===== config.mk =====
export PLATFORM = sky130hd
export DESIGN_NAME = seconds_to_calendar_date_unit
export DESIGN_NICKNAME = d
export VERILOG_FILES = /design/src/design/s2cd_pkg.sv /design/src/design/seconds_to_calendar_date_unit.sv /design/src/design/s2cd_div.sv /design/src/design/s2cd_walk.sv
export VERILOG_INCLUDE_DIRS = /design/src /design/src/design
export SDC_FILE = /design/constraint.sdc
export NUM_CORES = 1
export LEC_CHECK = 0
export BUFFER_PORTS_ARGS = -buffer_cell sky130_fd_sc_hd__buf_2
export CORE_AREA = 5 5 136 138
export DETAILED_ROUTE_END_ITERATION = 16
export DIE_AREA = 0 0 141 143
export PLACE_DENSITY = 0.74
export SYNTH_ARGS = -nofsm -noshare
export SYNTH_HDL_FRONTEND = slang
export SYNTH_SLANG_ARGS = --single-unit

===== constraint.sdc =====
create_clock -name aclk -period 4.7 [get_ports aclk]
set_input_delay 0.705 -clock aclk [delete_from_list [all_inputs] [get_ports aclk]]
set_output_delay 0.705 -clock aclk [all_outputs]
set_load 0.01 [all_outputs]

===== src/design/assert_macros.svh =====
// ---------------------------------------------------------------------------
// assert_macros.svh
// Clocked assertion helpers for the calendar decode RTL.
// ---------------------------------------------------------------------------
`ifndef ASSERT_MACROS_SVH
`define ASSERT_MACROS_SVH

`ifndef ASSERT_OFF
// prop must hold at every edge outside reset
`define ASSERT_CLK(lbl, clk, rstn, prop, msg) \
    lbl: assert property (@(posedge clk) disable iff (!rstn) (prop)) else $error(msg);
// cond must never be true outside reset
`define ASSERT_NEVER(lbl, clk, rstn, cond, msg) \
    lbl: assert property (@(posedge clk) disable iff (!rstn) !(cond)) else $error(msg);
`else
`define ASSERT_CLK(lbl, clk, rstn, prop, msg)
`define ASSERT_NEVER(lbl, clk, rstn, cond, msg)
`endif

`endif


===== src/design/s2cd_pkg.sv =====
// ---------------------------------------------------------------------------
// s2cd_pkg
// Constants, types and month-length function for the seconds-to-date decoder.
// ---------------------------------------------------------------------------
package s2cd_pkg;

    localparam int unsigned SECS_PER_DAY = 86400;
    localparam int unsigned SECS_PER_MIN = 60;
    localparam int unsigned DAYS_COMMON  = 365;
    localparam int unsigned DAYS_LEAP    = 366;
    localparam int unsigned FEB_OFFSET   = 337;
    localparam int unsigned YEAR_LIMIT   = 150;
    localparam int unsigned SHORT_MONTH  = 30;
    localparam int unsigned MONTH_JAN    = 1;
    localparam int unsigned MONTH_FEB    = 2;
    localparam int unsigned MONTH_DEC    = 12;

    localparam int unsigned DVD_W  = 32;   // dividend register
    localparam int unsigned REM_W  = 17;   // remainder, below 86400
    localparam int unsigned CNT_W  = 6;    // bit counter, up to 32
    localparam int unsigned DAYS_W = 16;   // whole days, below 49711
    localparam int unsigned TOD_W  = 17;   // second of day
    localparam int unsigned MOD_W  = 11;   // minute of day

    typedef struct packed {
        logic              start;
        logic [DVD_W-1:0]  dividend;   // MSB aligned
        logic [REM_W-1:0]  divisor;
        logic [CNT_W-1:0]  nbits;
    } div_req_t;

    typedef struct packed {
        logic busy;
        logic done;
    } unit_stat_t;

    // days in a month; feb follows the leap flag, others the parity rule
    function automatic logic [4:0] month_len(input logic [3:0] m, input logic leap);
        logic [4:0] len;
        if (m == 4'(MONTH_FEB)) begin
            len = leap ? 5'(DAYS_LEAP - FEB_OFFSET) : 5'(DAYS_COMMON - FEB_OFFSET);
        end else begin
            len = 5'(SHORT_MONTH) + {4'b0, m[0] ^ m[3]};
        end
        return len;
    endfunction

endpackage


===== src/design/seconds_to_calendar_date_unit.sv =====
// ---------------------------------------------------------------------------
// seconds_to_calendar_date_unit
// Decodes seconds since the epoch into time of day and calendar date.
// ---------------------------------------------------------------------------
// Usage:
//   Input channel s_*: one 32-bit seconds count per word (s_valid/s_ready).
//   Output channel m_*: second, minute, hour, day, month and year offset.
//   One word is in flight at a time. The count is split by a bit-serial
//   divider: 32 shifts for whole days, 17 for minutes, 11 for hours.
//   A serial walker then removes one year per cycle (up to 136 steps)
//   and one month per cycle (up to 11 steps); the divider and the year
//   walk take most of the decode time. s_ready rises in the same cycle
//   as m_valid.
//   A result waits in the output register while the receiver stalls; the
//   next word may then be taken and decoded, and it is held back until the
//   register frees.
//   Reset (aresetn low, synchronous) drops m_valid and returns to idle.
// ---------------------------------------------------------------------------
`include "assert_macros.svh"

module seconds_to_calendar_date_unit (
    input  logic        aclk,
    input  logic        aresetn,
    input  logic        s_valid,
    output logic        s_ready,
    input  logic [31:0] s_seconds_count,
    output logic        m_valid,
    input  logic        m_ready,
    output logic [5:0]  m_second_of_minute,
    output logic [5:0]  m_minute_of_hour,
    output logic [4:0]  m_hour_of_day,
    output logic [4:0]  m_day_of_month,
    output logic [3:0]  m_month_of_year,
    output logic [7:0]  m_year_offset
);

    typedef enum logic [2:0] {
        ST_IDLE, ST_DIV_DAY, ST_DIV_TOD, ST_DIV_MOD, ST_WALK, ST_FINISH
    } state_t;

    state_t                  state_reg;
    s2cd_pkg::div_req_t      div_req_reg;
    s2cd_pkg::unit_stat_t    div_stat;
    logic [s2cd_pkg::DVD_W-1:0] div_quot;
    logic [s2cd_pkg::REM_W-1:0] div_rem;
    logic                    walk_start_reg;
    logic [s2cd_pkg::DAYS_W-1:0] days_reg;
    s2cd_pkg::unit_stat_t    walk_stat;
    logic [4:0]              walk_day;
    logic [3:0]              walk_month;
    logic [7:0]              walk_year;
    logic [5:0]              sec_reg, min_reg;
    logic [4:0]              hour_reg;
    logic                    m_valid_reg;
    logic [5:0]              m_sec_reg, m_min_reg;
    logic [4:0]              m_hour_reg, m_day_reg;
    logic [3:0]              m_month_reg;
    logic [7:0]              m_year_reg;
    logic                    div_phase;
    logic                    walk_phase;
    logic                    units_busy;
    logic                    date_ok;

    s2cd_div u_div (
        .aclk      (aclk),
        .aresetn   (aresetn),
        .req       (div_req_reg),
        .stat      (div_stat),
        .quotient  (div_quot),
        .remainder (div_rem)
    );

    s2cd_walk u_walk (
        .aclk          (aclk),
        .aresetn       (aresetn),
        .start         (walk_start_reg),
        .days          (days_reg),
        .stat          (walk_stat),
        .day_of_month  (walk_day),
        .month_of_year (walk_month),
        .year_offset   (walk_year)
    );

    assign s_ready = (state_reg == ST_IDLE);

    always_ff @(posedge aclk) begin
        if (!aresetn) begin
            state_reg         <= ST_IDLE;
            div_req_reg.start <= 1'b0;
            walk_start_reg    <= 1'b0;
            m_valid_reg       <= 1'b0;
        end else begin
            // one-cycle start pulses for the serial units
            div_req_reg.start <= ((state_reg == ST_IDLE) && s_valid) ||
                                 (((state_reg == ST_DIV_DAY) || (state_reg == ST_DIV_TOD)) &&
                                  div_stat.done);
            walk_start_reg    <= (state_reg == ST_DIV_MOD) && div_stat.done;
            // ST_FINISH only loads when the output register is free
            m_valid_reg       <= (state_reg == ST_FINISH && (!m_valid_reg || m_ready)) ||
                                 (m_valid_reg && !m_ready);
            case (state_reg)
                ST_IDLE: begin
                    if (s_valid) begin
                        div_req_reg.dividend <= s_seconds_count;
                        div_req_reg.divisor  <= s2cd_pkg::REM_W'(s2cd_pkg::SECS_PER_DAY);
                        div_req_reg.nbits    <= s2cd_pkg::CNT_W'(s2cd_pkg::DVD_W);
                        state_reg            <= ST_DIV_DAY;
                    end
                end
                ST_DIV_DAY: begin
                    if (div_stat.done) begin
                        days_reg             <= div_quot[s2cd_pkg::DAYS_W-1:0];
                        div_req_reg.dividend <= {div_rem[s2cd_pkg::TOD_W-1:0],
                                                 (s2cd_pkg::DVD_W-s2cd_pkg::TOD_W)'(0)};
                        div_req_reg.divisor  <= s2cd_pkg::REM_W'(s2cd_pkg::SECS_PER_MIN);
                        div_req_reg.nbits    <= s2cd_pkg::CNT_W'(s2cd_pkg::TOD_W);
                        state_reg            <= ST_DIV_TOD;
                    end
                end
                ST_DIV_TOD: begin
                    if (div_stat.done) begin
                        sec_reg              <= div_rem[5:0];
                        div_req_reg.dividend <= {div_quot[s2cd_pkg::MOD_W-1:0],
                                                 (s2cd_pkg::DVD_W-s2cd_pkg::MOD_W)'(0)};
                        div_req_reg.divisor  <= s2cd_pkg::REM_W'(s2cd_pkg::SECS_PER_MIN);
                        div_req_reg.nbits    <= s2cd_pkg::CNT_W'(s2cd_pkg::MOD_W);
                        state_reg            <= ST_DIV_MOD;
                    end
                end
                ST_DIV_MOD: begin
                    if (div_stat.done) begin
                        min_reg        <= div_rem[5:0];
                        hour_reg       <= div_quot[4:0];
                        state_reg      <= ST_WALK;
                    end
                end
                ST_WALK: begin
                    if (walk_stat.done) begin
                        state_reg <= ST_FINISH;
                    end
                end
                ST_FINISH: begin
                    // wait for the output register to free up
                    if (!m_valid_reg || m_ready) begin
                        m_sec_reg   <= sec_reg;
                        m_min_reg   <= min_reg;
                        m_hour_reg  <= hour_reg;
                        m_day_reg   <= walk_day;
                        m_month_reg <= walk_month;
                        m_year_reg  <= walk_year;
                        state_reg   <= ST_IDLE;
                    end
                end
                default: state_reg <= ST_IDLE;
            endcase
        end
    end

    assign m_valid            = m_valid_reg;
    assign m_second_of_minute = m_sec_reg;
    assign m_minute_of_hour   = m_min_reg;
    assign m_hour_of_day      = m_hour_reg;
    assign m_day_of_month     = m_day_reg;
    assign m_month_of_year    = m_month_reg;
    assign m_year_offset      = m_year_reg;

    assign div_phase  = state_reg inside {ST_DIV_DAY, ST_DIV_TOD, ST_DIV_MOD};
    assign walk_phase = (state_reg == ST_WALK);
    assign units_busy = div_stat.busy || walk_stat.busy;
    assign date_ok    = (m_month_of_year inside {[4'd1:4'd12]}) && (m_day_of_month != 5'd0);

    `ASSERT_CLK(a_div_done_in_div, aclk, aresetn, div_stat.done |-> div_phase, "div done off phase")
    `ASSERT_CLK(a_walk_done_in_walk, aclk, aresetn, walk_stat.done |-> walk_phase, "walk off phase")
    `ASSERT_NEVER(a_idle_units_busy, aclk, aresetn, s_ready && units_busy, "unit busy while idle")
    `ASSERT_CLK(a_date_range, aclk, aresetn, m_valid |-> date_ok, "decoded date out of range")

endmodule


===== src/design/s2cd_div.sv =====
// ---------------------------------------------------------------------------
// s2cd_div
// Bit-serial restoring divider, one quotient bit per cycle.
// ---------------------------------------------------------------------------
module s2cd_div (
    input  logic                           aclk,
    input  logic                           aresetn,
    input  s2cd_pkg::div_req_t             req,
    output s2cd_pkg::unit_stat_t           stat,
    output logic [s2cd_pkg::DVD_W-1:0]     quotient,
    output logic [s2cd_pkg::REM_W-1:0]     remainder
);

    logic                        busy_reg, busy_next;
    logic                        done_reg, done_next;
    logic [s2cd_pkg::CNT_W-1:0]  cnt_reg, cnt_next;
    logic [s2cd_pkg::DVD_W-1:0]  dvd_reg, dvd_next;
    logic [s2cd_pkg::REM_W-1:0]  rem_reg, rem_next;
    logic [s2cd_pkg::REM_W-1:0]  dsr_reg, dsr_next;
    logic [s2cd_pkg::REM_W:0]    trial;
    logic [s2cd_pkg::REM_W:0]    diff;
    logic                        ge;

    assign trial = {rem_reg, dvd_reg[s2cd_pkg::DVD_W-1]};
    assign ge    = (trial >= {1'b0, dsr_reg});
    assign diff  = trial - {1'b0, dsr_reg};

    always_comb begin
        busy_next = busy_reg;
        done_next = 1'b0;
        cnt_next  = cnt_reg;
        dvd_next  = dvd_reg;
        rem_next  = rem_reg;
        dsr_next  = dsr_reg;
        if (req.start) begin
            busy_next = 1'b1;
            cnt_next  = req.nbits;
            dvd_next  = req.dividend;
            rem_next  = '0;
            dsr_next  = req.divisor;
        end else if (busy_reg) begin
            // quotient bits enter at the bottom as dividend bits leave the top
            dvd_next = {dvd_reg[s2cd_pkg::DVD_W-2:0], ge};
            rem_next = ge ? diff[s2cd_pkg::REM_W-1:0] : trial[s2cd_pkg::REM_W-1:0];
            cnt_next = cnt_reg - 1'b1;
            if (cnt_reg == s2cd_pkg::CNT_W'(1)) begin
                busy_next = 1'b0;
                done_next = 1'b1;
            end
        end
    end

    always_ff @(posedge aclk) begin
        if (!aresetn) begin
            busy_reg <= 1'b0;
            done_reg <= 1'b0;
            cnt_reg  <= '0;
        end else begin
            busy_reg <= busy_next;
            done_reg <= done_next;
            cnt_reg  <= cnt_next;
        end
        dvd_reg <= dvd_next;
        rem_reg <= rem_next;
        dsr_reg <= dsr_next;
    end

    assign stat.busy = busy_reg;
    assign stat.done = done_reg;
    assign quotient  = dvd_reg;
    assign remainder = rem_reg;

endmodule


===== src/design/s2cd_walk.sv =====
// ---------------------------------------------------------------------------
// s2cd_walk
// Serial year then month walk over a whole-day count.
// ---------------------------------------------------------------------------
module s2cd_walk (
    input  logic                          aclk,
    input  logic                          aresetn,
    input  logic                          start,
    input  logic [s2cd_pkg::DAYS_W-1:0]   days,
    output s2cd_pkg::unit_stat_t          stat,
    output logic [4:0]                    day_of_month,
    output logic [3:0]                    month_of_year,
    output logic [7:0]                    year_offset
);

    typedef enum logic [1:0] {W_IDLE, W_YEAR, W_MONTH} wstate_t;

    wstate_t                      state_reg, state_next;
    logic                         done_reg, done_next;
    logic [s2cd_pkg::DAYS_W-1:0]  days_reg, days_next;
    logic [7:0]                   year_reg, year_next;
    logic [3:0]                   month_reg, month_next;
    logic                         leap;
    logic [8:0]                   ylen;
    logic [4:0]                   mlen;

    assign leap = (year_reg[1:0] == 2'b00);
    assign ylen = leap ? 9'(s2cd_pkg::DAYS_LEAP) : 9'(s2cd_pkg::DAYS_COMMON);
    assign mlen = s2cd_pkg::month_len(month_reg, leap);

    always_comb begin
        state_next = state_reg;
        done_next  = 1'b0;
        days_next  = days_reg;
        year_next  = year_reg;
        month_next = month_reg;
        case (state_reg)
            W_IDLE: begin
                if (start) begin
                    days_next  = days;
                    year_next  = '0;
                    state_next = W_YEAR;
                end
            end
            W_YEAR: begin
                if (year_reg < 8'(s2cd_pkg::YEAR_LIMIT) && days_reg >= {7'b0, ylen}) begin
                    days_next = days_reg - {7'b0, ylen};
                    year_next = year_reg + 1'b1;
                end else begin
                    month_next = 4'(s2cd_pkg::MONTH_JAN);
                    state_next = W_MONTH;
                end
            end
            W_MONTH: begin
                if (month_reg < 4'(s2cd_pkg::MONTH_DEC) && days_reg >= {11'b0, mlen}) begin
                    days_next  = days_reg - {11'b0, mlen};
                    month_next = month_reg + 1'b1;
                end else begin
                    done_next  = 1'b1;
                    state_next = W_IDLE;
                end
            end
            default: state_next = W_IDLE;
        endcase
    end

    always_ff @(posedge aclk) begin
        if (!aresetn) begin
            state_reg <= W_IDLE;
            done_reg  <= 1'b0;
        end else begin
            state_reg <= state_next;
            done_reg  <= done_next;
        end
        days_reg  <= days_next;
        year_reg  <= year_next;
        month_reg <= month_next;
    end

    assign stat.busy     = (state_reg != W_IDLE);
    assign stat.done     = done_reg;
    assign day_of_month  = days_reg[4:0] + 5'd1;
    assign month_of_year = month_reg;
    assign year_offset   = year_reg;

endmodule

==> impl_metrics.sql, run 1 <==
INSERT INTO impl_metrics (metric_group, metric, value, unit) VALUES
('finish', 'num_antenna_cells', '0', ''),
('sta', 'final-setup-viol-count', '0', ''),
('clock_tree', 'cts-buffers-inserted', '17', ''),
('worst_setup_path', 'cp-start-kind', 'register', ''),
('floorplanning', 'io_pins', '72', ''),
('worst_setup_path', 'worstPathCellList', 'inv_1 > ha_1 > inv_1 > ha_1 > fa_1 > and3b_1 > o311a_1 > o32ai_1 > a21oi_1 > and3b_1', ''),
('sta', 'post-route-period-util', '73.9', '%'),
('synth', 'synthMostInstantiatedCell', 'sky130_fd_sc_hd__edfxtp_1', ''),
('routing', 'post_drt_via_cell_ratio', '5.92', ''),
('synth', 'syn-cell-area', '9220', 'um^2'),
('clock_tree', 'cts_repair_resize_count', '0', ''),
('synth', 'yosys.cell_types.count', '71', ''),
('clock_tree', 'clkTransAtPathRegs', '70', 'ps'),
('clock_tree', 'clkLatencyLatePin', '430', 'ps'),
('routing', 'initial_drc_count', '565', ''),
('sta', 'hold-worst-slack', '418', 'ps'),
('finish', 'layout.filler_cells', '1352', ''),
('sta', 'unrepaired_setup_endpoints_after_global_routing', 'no', ''),
('clock_tree', 'cts.sinks', '199', ''),
('global_routing', 'grt_pass1_vias', '6162', ''),
('finish', 'layout.cells.non_filler', '1043', ''),
('pwr', 'p_total', '5.49', 'mW'),
('worst_hold_path', 'worst_hold_path_depth', '0', ''),
('global_routing', 'grt_start_max_net_pins', '59', ''),
('routing', 'drc', '0', ''),
('sta', 'tns', '0', 'ps'),
('routing', 'drt_wl_total', '19.4', 'mm'),
('sta', 'fmax', '0.288', 'GHz'),
('global_routing', 'grt_first_pass_wirelength', '31.4', 'mm'),
('placed_design', 'pre_cts_slack', '1230', 'ps'),
('global_routing', 'gr-total-overflow', '0', ''),
('sta', 'finalWorstSetupSlack', '1230', 'ps'),
('pwr', 'power.leakage', '3.74', 'nW'),
('sta', 'tightestPinTransition', '1150', 'ps'),
('clock_tree', 'root_buffer', 'sky130_fd_sc_hd__clkbuf_16', ''),
('worst_setup_path', 'rr_worst_depth', '10', ''),
('clock_tree', 'post-cts-setup-buffer-count', '0', ''),
('clock_tree', 'clock_tree_from_tritoncts', 'yes', ''),
('routing', 'drt-pass1-iter-count', '5', ''),
('worst_setup_path', 'timing.critical_path.buf_inv', '2', ''),
('finish', 'utilization', '60.7', '%'),
('worst_setup_path', 'critical-path-slowest-cell', 'sky130_fd_sc_hd__and3b_1', ''),
('clock_tree', 'cts_hold_buf', '0', ''),
('synth', 'mapped_nets', '814', ''),
('global_routing', 'global_route.usage.total', '19.7', '%'),
('worst_setup_path', 'slowest_delay', '670', 'ps'),
('placed_design', 'io_buffer_count', '71', ''),
('synth', 'ys_seq_elements', '199', ''),
('status', 'run_status', 'complete, no violations', ''),
('synth', 'async_flop_share', '0', '%'),
('clock_tree', 'htreeDepth', '4', ''),
('synth', 'synthesis.instances', '751', ''),
('finish', 'area.growth.synth_to_final', '12.4', '%'),
('synth', 'synthTopCellsByCount', 'sky130_fd_sc_hd__edfxtp_1 (165), sky130_fd_sc_hd__nor2_1 (66), sky130_fd_sc_hd__nand2_1 (61)', ''),
('synth', 'synth_enable_flop_cells', '165', ''),
('floorplanning', 'design.die.area', '20200', 'um^2'),
('clock_tree', 'clk_path_buf_depth', '2', ''),
('pwr', 'vdd_ir_drop_max', '0.319', 'mV'),
('routing', 'ant_nets', '0', ''),
('sta', 'finalHoldViolations', '0', ''),
('floorplanning', 'die_ht', '143', 'um'),
('synth', 'postSynth.topFlopCell', 'sky130_fd_sc_hd__edfxtp_1', ''),
('pwr', 'power.density', '530', 'nW/um^2'),
('worst_setup_path', 'path_delay_family', 'simple AND/OR/NAND/NOR gates', ''),
('floorplanning', 'fp-row-count', '48', ''),
('synth', 'synth_top_cell_area_share', '53.8', '%'),
('floorplanning', 'starting_utilization_of_the_core_area', '54.0', '%'),
('routing', 'routed_wire_length_per_instance', '18.6', 'um'),
('placed_design', 'hpwl', '13.4', 'mm'),
('job', 'maxCapViolations', '0', ''),
('worst_setup_path', 'crit_type', 'reg -> reg', '');
-- area by class of cell --
cell class              instances  area, um^2  area share, %
flip-flops and latches        199        5640           54.4
multi-input cells             483        3330           32.2
inverters                      26        97.6          0.942
clock inverters                14         174           1.68
repair buffers                 78         408           3.94
clock buffers                  18         429           4.14
well taps                     225         282           2.72
-- placed cells by master, fill, tap and decap left out, types with 7 or more instances in the layout --
cell / count
sky130_fd_sc_hd__buf_2: 71
sky130_fd_sc_hd__a31oi_1: 9
sky130_fd_sc_hd__a211oi_1: 8
sky130_fd_sc_hd__xnor2_1: 22
sky130_fd_sc_hd__mux2_2: 33
sky130_fd_sc_hd__ha_1: 24
sky130_fd_sc_hd__edfxtp_1: 165
sky130_fd_sc_hd__nand3_1: 18
sky130_fd_sc_hd__xor2_1: 14
sky130_fd_sc_hd__dfxtp_1: 33
sky130_fd_sc_hd__o21ai_0: 26
sky130_fd_sc_hd__nor3_1: 10
sky130_fd_sc_hd__nand3b_1: 7
sky130_fd_sc_hd__a22oi_1: 16
sky130_fd_sc_hd__buf_4: 7
sky130_fd_sc_hd__and2_1: 18
sky130_fd_sc_hd__a21oi_1: 30
sky130_fd_sc_hd__a22o_1: 7
sky130_fd_sc_hd__clkbuf_16: 17
sky130_fd_sc_hd__inv_1: 25
sky130_fd_sc_hd__nor2_1: 64
sky130_fd_sc_hd__nand2_1: 61
-- worst reg2reg max path: stages (launching register included) --
cell and delay, ps:
sky130_fd_sc_hd__edfxtp_1 440, sky130_fd_sc_hd__inv_1 80, sky130_fd_sc_hd__ha_1 250, sky130_fd_sc_hd__inv_1 100
sky130_fd_sc_hd__ha_1 210, sky130_fd_sc_hd__fa_1 420, sky130_fd_sc_hd__and3b_1 290, sky130_fd_sc_hd__o311a_1 240
sky130_fd_sc_hd__o32ai_1 160, sky130_fd_sc_hd__a21oi_1 240, sky130_fd_sc_hd__and3b_1 670
-- power breakdown --
group / leakage (nW) / switching, mW / internal, mW / total (mW)
combinational: 1.65 / 0.831 / 0.615 / 1.45
sequential: 1.80 / 0.331 / 2.22 / 2.55
clock: 0.296 / 0.648 / 0.846 / 1.49
-- kinds of logic after synthesis --
| kind of cell | share of synthesized area (%) |
|---|---|
| muxes | 4.57 |
| xor gates and xnor gates | 3.42 |
| DFF | 61.1 |
| buffers and inverters | 2.85 |
| AOI/OAI and AO/OA | 11.6 |
| adders and majority gates | 3.91 |
| and+or+nand+nor | 12.5 |
-- path summary, 6_finish.rpt --
kind | slack, ps | to | from
hold reg to reg | 420 | m_minute_of_hour[5] | min_reg[5]
setup reg to reg | 1230 | u_walk.days_reg[10] | u_walk.year_offset[0]
hold / removal | 420 | m_minute_of_hour[5] | min_reg[5]
setup / recovery | 1230 | u_walk.days_reg[10] | u_walk.year_offset[0]
-- layer usage --
layer  routed length [um]  track usage, %  vias to the layer above
met5                    0               0                        -
met4                  326            7.60                        0
met3                 1230            4.45                       29
met2                 9630            32.9                      231
met1                 8170            25.4                     3027
li1                     -               -                     2890
Power figures use the tool's default switching activity.
==> inputs of run 2 (changes only) <==
--- a/config.mk
+++ b/config.mk
@@ -7,10 +7,10 @@
 export NUM_CORES = 1
 export LEC_CHECK = 0
 export BUFFER_PORTS_ARGS = -buffer_cell sky130_fd_sc_hd__buf_2
-export CORE_AREA = 5 5 136 138
+export CORE_AREA = 5 5 137 139
 export DETAILED_ROUTE_END_ITERATION = 16
-export DIE_AREA = 0 0 141 143
-export PLACE_DENSITY = 0.74
+export DIE_AREA = 0 0 142 144
+export PLACE_DENSITY = 0.76
 export SYNTH_ARGS = -nofsm -noshare
 export SYNTH_HDL_FRONTEND = slang
 export SYNTH_SLANG_ARGS = --single-unit
==> constraint.sdc (replaced) <==
create_clock -name aclk -period 3.1 [get_ports aclk]
set_input_delay 0.465 -clock aclk [delete_from_list [all_inputs] [get_ports aclk]]
set_output_delay 0.465 -clock aclk [all_outputs]
set_load 0.01 [all_outputs]
==> run 2 against run 1 <==
Effect of this change: final area is 2.2% higher; setup slack worse by 1000 ps; sequential power is 50% higher; clock power is 62% higher; routed wire length is 2.8% lower; combinational power is 62% higher; total power is 56% higher; fmax is 20% higher; critical path type unchanged; largest cell class unchanged.
==> impl_metrics.sql, run 2 (same netlist as run 1, synthesis figures left out) <==
INSERT INTO impl_metrics (metric_group, metric, value, unit) VALUES
('clock_tree', 'clkTransAtPathRegs', '70', 'ps'),
('sta', 'finalHoldViolations', '0', ''),
('floorplanning', 'fp-row-count', '49', ''),
('worst_setup_path', 'crit_type', 'reg -> reg', ''),
('global_routing', 'antenna_found_initial', '0', ''),
('clock_tree', 'cts_repair_resize_count', '0', ''),
('sta', 'min_cycle_time_layout', '2890', 'ps'),
('placed_design', 'dp_cells', '1031', ''),
('clock_tree', 'cts-buffers-inserted', '17', ''),
('worst_setup_path', 'required_time_of_the_critical_path', '3240', 'ps'),
('global_routing', 'grt_first_pass_wirelength', '30.5', 'mm'),
('sta', 'tightestPinTransition', '839', 'ps'),
('pwr', 'vdd_ir_drop_max', '0.438', 'mV'),
('worst_setup_path', 'rr_worst_depth', '11', ''),
('sta', 'hold-worst-slack', '298', 'ps'),
('sta', 'fmax', '0.346', 'GHz'),
('routing', 'drc', '0', ''),
('placed_design', 'placedInstanceArea', '9920', 'um^2'),
('clock_tree', 'clkLatencyLatePin', '430', 'ps'),
('clock_tree', 'cts.sinks', '199', ''),
('sta', 'tns', '0', 'ps'),
('worst_setup_path', 'timing.critical_path.to', 'u_walk.days_reg[5]', ''),
('finish', 'num_antenna_cells', '0', ''),
('routing', 'initial_drc_count', '389', ''),
('finish', 'area.growth.synth_to_final', '14.9', '%'),
('worst_setup_path', 'cp-start-kind', 'register', ''),
('routing', 'ant_nets', '0', ''),
('finish', 'layout_common_cells', 'sky130_fd_sc_hd__edfxtp_1 (165), sky130_fd_sc_hd__buf_2 (71), sky130_fd_sc_hd__nor2_1 (64)', ''),
('sta', 'timing.slew.headroom', '43.8', '%'),
('global_routing', 'gr-total-overflow', '0', ''),
('status', 'run_status', 'complete, no violations', ''),
('finish', 'layout.filler_cells', '1417', ''),
('floorplanning', 'die_width', '142', 'um'),
('worst_setup_path', 'worst_ep_arrival_time', '3030', 'ps'),
('job', 'maxCapViolations', '0', ''),
('worst_hold_path', 'hold_class', 'in -> reg', ''),
('sta', 'final.setup_skew', '10.1', 'ps'),
('clock_tree', 'clock_tree_from_tritoncts', 'yes', ''),
('clock_tree', 'clk_path_buf_depth', '2', ''),
('finish', 'final_layout_size_suffix_gt1_share', '20.9', '%'),
('placed_design', 'gp_routability_congestion', '0.885', ''),
('finish', 'design.final.nets', '884', ''),
('clock_tree', 'post-cts-setup-buffer-count', '0', ''),
('global_routing', 'grt_pass1_vias', '5933', ''),
('floorplanning', 'coreArea', '17500', 'um^2'),
('worst_setup_path', 'endpoint_kind', 'register', ''),
('pwr', 'power.density', '811', 'nW/um^2'),
('floorplanning', 'die_ht', '144', 'um'),
('clock_tree', 'cts_hold_buf', '0', ''),
('floorplanning', 'starting_utilization_of_the_core_area', '52.6', '%'),
('placed_design', 'io_buffer_count', '71', ''),
('global_routing', 'grt_start_max_net_pins', '59', ''),
('finish', 'layout.cells.non_filler', '1063', ''),
('clock_tree', 'htreeDepth', '4', ''),
('routing', 'routed_wire_length_per_instance', '17.7', 'um'),
('sta', 'drv_slew', '0', ''),
('pwr', 'power.leakage', '3.83', 'nW'),
('floorplanning', 'io_pins', '72', ''),
('routing', 'post_drt_via_cell_ratio', '5.71', ''),
('worst_setup_path', 'crit_startpoint', 'u_walk.year_offset[1]', ''),
('finish', 'most_common_cell_after_layout_fill_and_taps_aside', 'sky130_fd_sc_hd__edfxtp_1', ''),
('routing', 'drt-pass1-iter-count', '4', ''),
('floorplanning', 'design.die.area', '20400', 'um^2'),
('worst_setup_path', 'timing.rr.end', 'u_walk.days_reg[5]', ''),
('sta', 'final-setup-viol-count', '0', ''),
('sta', 'post-route-period-util', '93.1', '%'),
('placed_design', 'hpwl', '13.0', 'mm'),
('sta', 'unrepaired_setup_endpoints_after_global_routing', 'no', ''),
('finish', 'postLayoutCellArea', '10600', 'um^2'),
('global_routing', 'global_route.usage.total', '19.1', '%'),
('routing', 'drt_wl_total', '18.8', 'mm'),
('routing', 'detailroute.via_count', '6075', ''),
('finish', 'utilization', '60.4', '%'),
('finish', 'largest_register_ff_count', '37', ''),
('worst_setup_path', 'critical_path_peak_fanout', '16', ''),
('worst_hold_path', 'hold_path_startpoint', 's_seconds_count[25]', ''),
('worst_setup_path', 'setup.reg_to_reg.worst_slack', '210', 'ps'),
('worst_setup_path', 'crit-reg2reg-launch', 'u_walk.year_offset[1]', ''),
('clock_tree', 'root_buffer', 'sky130_fd_sc_hd__clkbuf_16', '');
-- run 2: cell count changes in the layout (fill, tap and decap cells not counted), moves of 2 or more --
cell                        delta
sky130_fd_sc_hd__and3b_1       -2
sky130_fd_sc_hd__and3b_2       +2
sky130_fd_sc_hd__buf_12        +2
sky130_fd_sc_hd__buf_4        +14
sky130_fd_sc_hd__bufinv_16     +3
sky130_fd_sc_hd__clkbuf_1      +4
sky130_fd_sc_hd__clkinv_2      -3
sky130_fd_sc_hd__inv_6         -3
sky130_fd_sc_hd__inv_8         -2
-- run 2: layer usage --
metal	global-route usage (%)	vias to the layer above	share of wire [%]
met5	0	-	0
met4	5.05	0	1.2
met3	4.20	15	4.3
met2	32.8	172	51
met1	24.6	2969	44
li1	-	2919	-
-- run 2: how the worst min path moves through the flow --
stage | end | depth (start not counted)
4_1_cts | div_req_reg[48] | 3
6_report | div_req_reg[48] | 3
3_5_place_dp | m_minute_of_hour[2] | 0
5_1_grt | div_req_reg[28] | 2
2_1_floorplan | m_hour_of_day[0] | 0
3_3_place_gp | m_hour_of_day[0] | 0
-- run 2: per-stage QoR --
| step | power [mW] | setup WS, ps |
|---|---|---|
| after global routing | 9.05 | 28.2 |
| after floorplan | 5.48 | 118 |
| after global placement | 6.08 | 215 |
| after detailed placement | 6.14 | 89.4 |
| final | 8.59 | 213 |
| after CTS | 8.57 | 57.3 |
-- run 2: critical path: stages (launching register included) --
cell and delay [ps]:
sky130_fd_sc_hd__edfxtp_1 430, sky130_fd_sc_hd__inv_1 90, sky130_fd_sc_hd__ha_1 180, sky130_fd_sc_hd__inv_1 70, sky130_fd_sc_hd__ha_1 200, sky130_fd_sc_hd__fa_1 410, sky130_fd_sc_hd__and3b_2 290, sky130_fd_sc_hd__o311a_1 230
sky130_fd_sc_hd__o32ai_2 130, sky130_fd_sc_hd__a21oi_2 180, sky130_fd_sc_hd__and3b_2 220, sky130_fd_sc_hd__buf_12 150
-- run 2: where the power goes --
part / switching (mW) / leakage [nW] / internal [mW]
Sequential: 0.458 / 1.80 / 3.37
Clock: 0.902 / 0.304 / 1.51
Combinational: 1.32 / 1.73 / 1.03
-- run 2: final cells by class --
type	count	area [um^2]	share of cell area (%)
inverter	26	97.6	0.921
timing repair buffer	94	553	5.22
tap	229	287	2.70
clock inverter	10	203	1.91
sequential	199	5640	53.2
clock buffer	22	444	4.19
multi-input combinational	483	3370	31.8
==> inputs of run 3 (changes only) <==
--- a/config.mk
+++ b/config.mk
@@ -11,6 +11,8 @@
 export DETAILED_ROUTE_END_ITERATION = 16
 export DIE_AREA = 0 0 142 144
 export PLACE_DENSITY = 0.76
+export REMOVE_ABC_BUFFERS = 1
+export SLEW_MARGIN = 10
 export SYNTH_ARGS = -nofsm -noshare
 export SYNTH_HDL_FRONTEND = slang
 export SYNTH_SLANG_ARGS = --single-unit
==> run 3 against run 2 <==
Effect of this change: critical path type unchanged; cell count is 0.38% higher; routed wire length shrank 1.8%; die area did not move; hold slack worse by 6.2 ps; sequential share of layout area increased by 0.31 points; total power down 2.4%; setup slack lost 84 ps; first-iteration DRC count grew 40%; sequential power is essentially flat; clock skew shrank 2.8 ps; clock-buffer cell count decreased by 5; via count shrank 0.63%; largest cell class unchanged.
==> impl_metrics.sql, run 3 (same netlist as run 1, synthesis figures left out) <==
INSERT INTO impl_metrics (metric_group, metric, value, unit) VALUES
('worst_setup_path', 'cp-start-kind', 'register', ''),
('clock_tree', 'clkLatencyLatePin', '440', 'ps'),
('clock_tree', 'htreeDepth', '4', ''),
('floorplanning', 'io_pins', '72', ''),
('sta', 'drv_slew', '0', ''),
('sta', 'post-route-period-util', '95.8', '%'),
('routing', 'detailroute.via_count', '6037', ''),
('sta', 'fmax', '0.337', 'GHz'),
('floorplanning', 'die_ht', '144', 'um'),
('floorplanning', 'fp-row-count', '49', ''),
('finish', 'design.final.nets', '888', ''),
('finish', 'layout_common_cells', 'sky130_fd_sc_hd__edfxtp_1 (165), sky130_fd_sc_hd__buf_2 (71), sky130_fd_sc_hd__nor2_1 (64)', ''),
('global_routing', 'grt_start_max_net_pins', '37', ''),
('routing', 'post_drt_via_cell_ratio', '5.66', ''),
('sta', 'tightestPinTransition', '784', 'ps'),
('floorplanning', 'design.die.area', '20400', 'um^2'),
('placed_design', 'pre_cts_slack', '119', 'ps'),
('floorplanning', 'coreArea', '17500', 'um^2'),
('worst_setup_path', 'critical_path_peak_fanout', '16', ''),
('worst_setup_path', 'crit-reg2reg-launch', 'u_walk.year_offset[1]', ''),
('finish', 'layout.cells.non_filler', '1067', ''),
('routing', 'drt-pass1-iter-count', '5', ''),
('pwr', 'vdd_ir_drop_max', '0.476', 'mV'),
('sta', 'finalHoldViolations', '0', ''),
('worst_hold_path', 'hold_class', 'in -> reg', ''),
('sta', 'timing.slew.headroom', '47.7', '%'),
('placed_design', 'placedInstanceArea', '9920', 'um^2'),
('sta', 'final.setup_skew', '7.26', 'ps'),
('placed_design', 'io_buffer_count', '71', ''),
('finish', 'num_antenna_cells', '0', ''),
('global_routing', 'global_route.usage.total', '18.6', '%'),
('global_routing', 'grt_first_pass_wirelength', '30.0', 'mm'),
('status', 'run_status', 'complete, no violations', ''),
('pwr', 'power.density', '796', 'nW/um^2'),
('worst_setup_path', 'crit_type', 'reg -> reg', ''),
('sta', 'finalWorstSetupSlack', '129', 'ps'),
('floorplanning', 'die_width', '142', 'um'),
('worst_hold_path', 'hold_path_startpoint', 's_seconds_count[25]', ''),
('routing', 'routed_wire_length_per_instance', '17.3', 'um'),
('global_routing', 'gr-total-overflow', '0', ''),
('clock_tree', 'clkTransAtPathRegs', '70', 'ps'),
('finish', 'most_common_cell_after_layout_fill_and_taps_aside', 'sky130_fd_sc_hd__edfxtp_1', ''),
('floorplanning', 'starting_utilization_of_the_core_area', '52.6', '%'),
('clock_tree', 'clk_path_buf_depth', '2', ''),
('sta', 'hold-worst-slack', '292', 'ps'),
('pwr', 'power.leakage', '3.83', 'nW'),
('global_routing', 'antenna_found_initial', '0', ''),
('worst_setup_path', 'required_time_of_the_critical_path', '3250', 'ps'),
('finish', 'layout.filler_cells', '1373', ''),
('routing', 'drc', '0', ''),
('clock_tree', 'cts.sinks', '199', ''),
('placed_design', 'dp_cells', '1034', ''),
('routing', 'initial_drc_count', '545', ''),
('routing', 'ant_nets', '0', ''),
('global_routing', 'grt_pass1_vias', '5824', ''),
('placed_design', 'gp_routability_congestion', '0.903', ''),
('clock_tree', 'clock_tree_from_tritoncts', 'yes', ''),
('finish', 'largest_register_ff_count', '37', ''),
('finish', 'final_layout_size_suffix_gt1_share', '21.4', '%'),
('finish', 'area.growth.synth_to_final', '14.3', '%'),
('job', 'maxCapViolations', '0', ''),
('placed_design', 'hpwl', '12.9', 'mm'),
('worst_setup_path', 'worst_ep_arrival_time', '3120', 'ps'),
('routing', 'drt_wl_total', '18.5', 'mm'),
('worst_setup_path', 'crit_startpoint', 'u_walk.year_offset[1]', ''),
('sta', 'min_cycle_time_layout', '2970', 'ps'),
('worst_setup_path', 'endpoint_kind', 'register', ''),
('sta', 'final-setup-viol-count', '0', ''),
('finish', 'postLayoutCellArea', '10500', 'um^2'),
('clock_tree', 'cts-buffers-inserted', '17', ''),
('clock_tree', 'root_buffer', 'sky130_fd_sc_hd__clkbuf_16', '');
[run 3: metal layers]
layer | part of all wire (%) | global-route usage, % | vias to the layer above
li1 | - | - | 2938
met1 | 44 | 25.1 | 2887
met2 | 48 | 30.2 | 184
met3 | 6.0 | 4.00 | 28
met4 | 1.6 | 6.46 | 0
met5 | 0 | 0 | -
[run 3: worst paths after layout]
check | endpoint | slack, ps | depth (start not counted)
worst max-delay path | u_walk.days_reg[7] | 130 | 11
worst min-delay path | div_req_reg[48] | 290 | 3
worst max register to register | u_walk.days_reg[7] | 130 | 11
worst min register to register | m_second_of_minute[4] | 410 | 0
[run 3: where the power goes]
part | leakage [nW] | internal (mW) | switching (mW)
Sequential | 1.80 | 3.36 | 0.446
Clock | 0.292 | 1.21 | 1.02
Combinational | 1.74 | 1.04 | 1.31
Total | 3.83 | 5.61 | 2.77
[run 3: stage by stage]
stage / setup TNS [ps] / power [mW] / util, %
floorplan: -22510 / 5.42 / -
global placement: 0 / 6.10 / 56.6
detailed placement: 0 / 6.13 / 56.6
CTS: 0 / 8.39 / 60.0
global route: -13.3 / 8.86 / 60.1
finish: 0 / 8.39 / 60.1
[run 3: layout make-up]
type                    count  area (um^2)  share of cell area [%]
repair buffers             98          571                    5.42
flip-flops and latches    199         5640                    53.5
multi-input cells         483         3350                    31.8
clock buffers              17          425                    4.04
well taps                 229          287                    2.72
clock inverters            15          170                    1.62
inverters                  26         97.6                   0.927
[run 3: critical path, stage by stage (launching register included)]
cell	delay, ps
sky130_fd_sc_hd__edfxtp_1	440
sky130_fd_sc_hd__inv_1	90
sky130_fd_sc_hd__ha_1	170
sky130_fd_sc_hd__inv_1	70
sky130_fd_sc_hd__ha_1	200
sky130_fd_sc_hd__fa_1	410
sky130_fd_sc_hd__and3b_1	290
sky130_fd_sc_hd__o311a_1	250
sky130_fd_sc_hd__o32ai_1	160
sky130_fd_sc_hd__a21oi_1	220
sky130_fd_sc_hd__and3b_1	230
sky130_fd_sc_hd__buf_12	160
[run 3: repair_timing]
| action | in CTS | in global routing |
|---|---|---|
| endpoints found under the setup margin | 0 | 32 |
| buffers inserted | 0 | 1 |
| resized for setup | 0 | 4 |
| hold buffers | 0 | 0 |
| hold endpoints to repair | 0 | 0 |
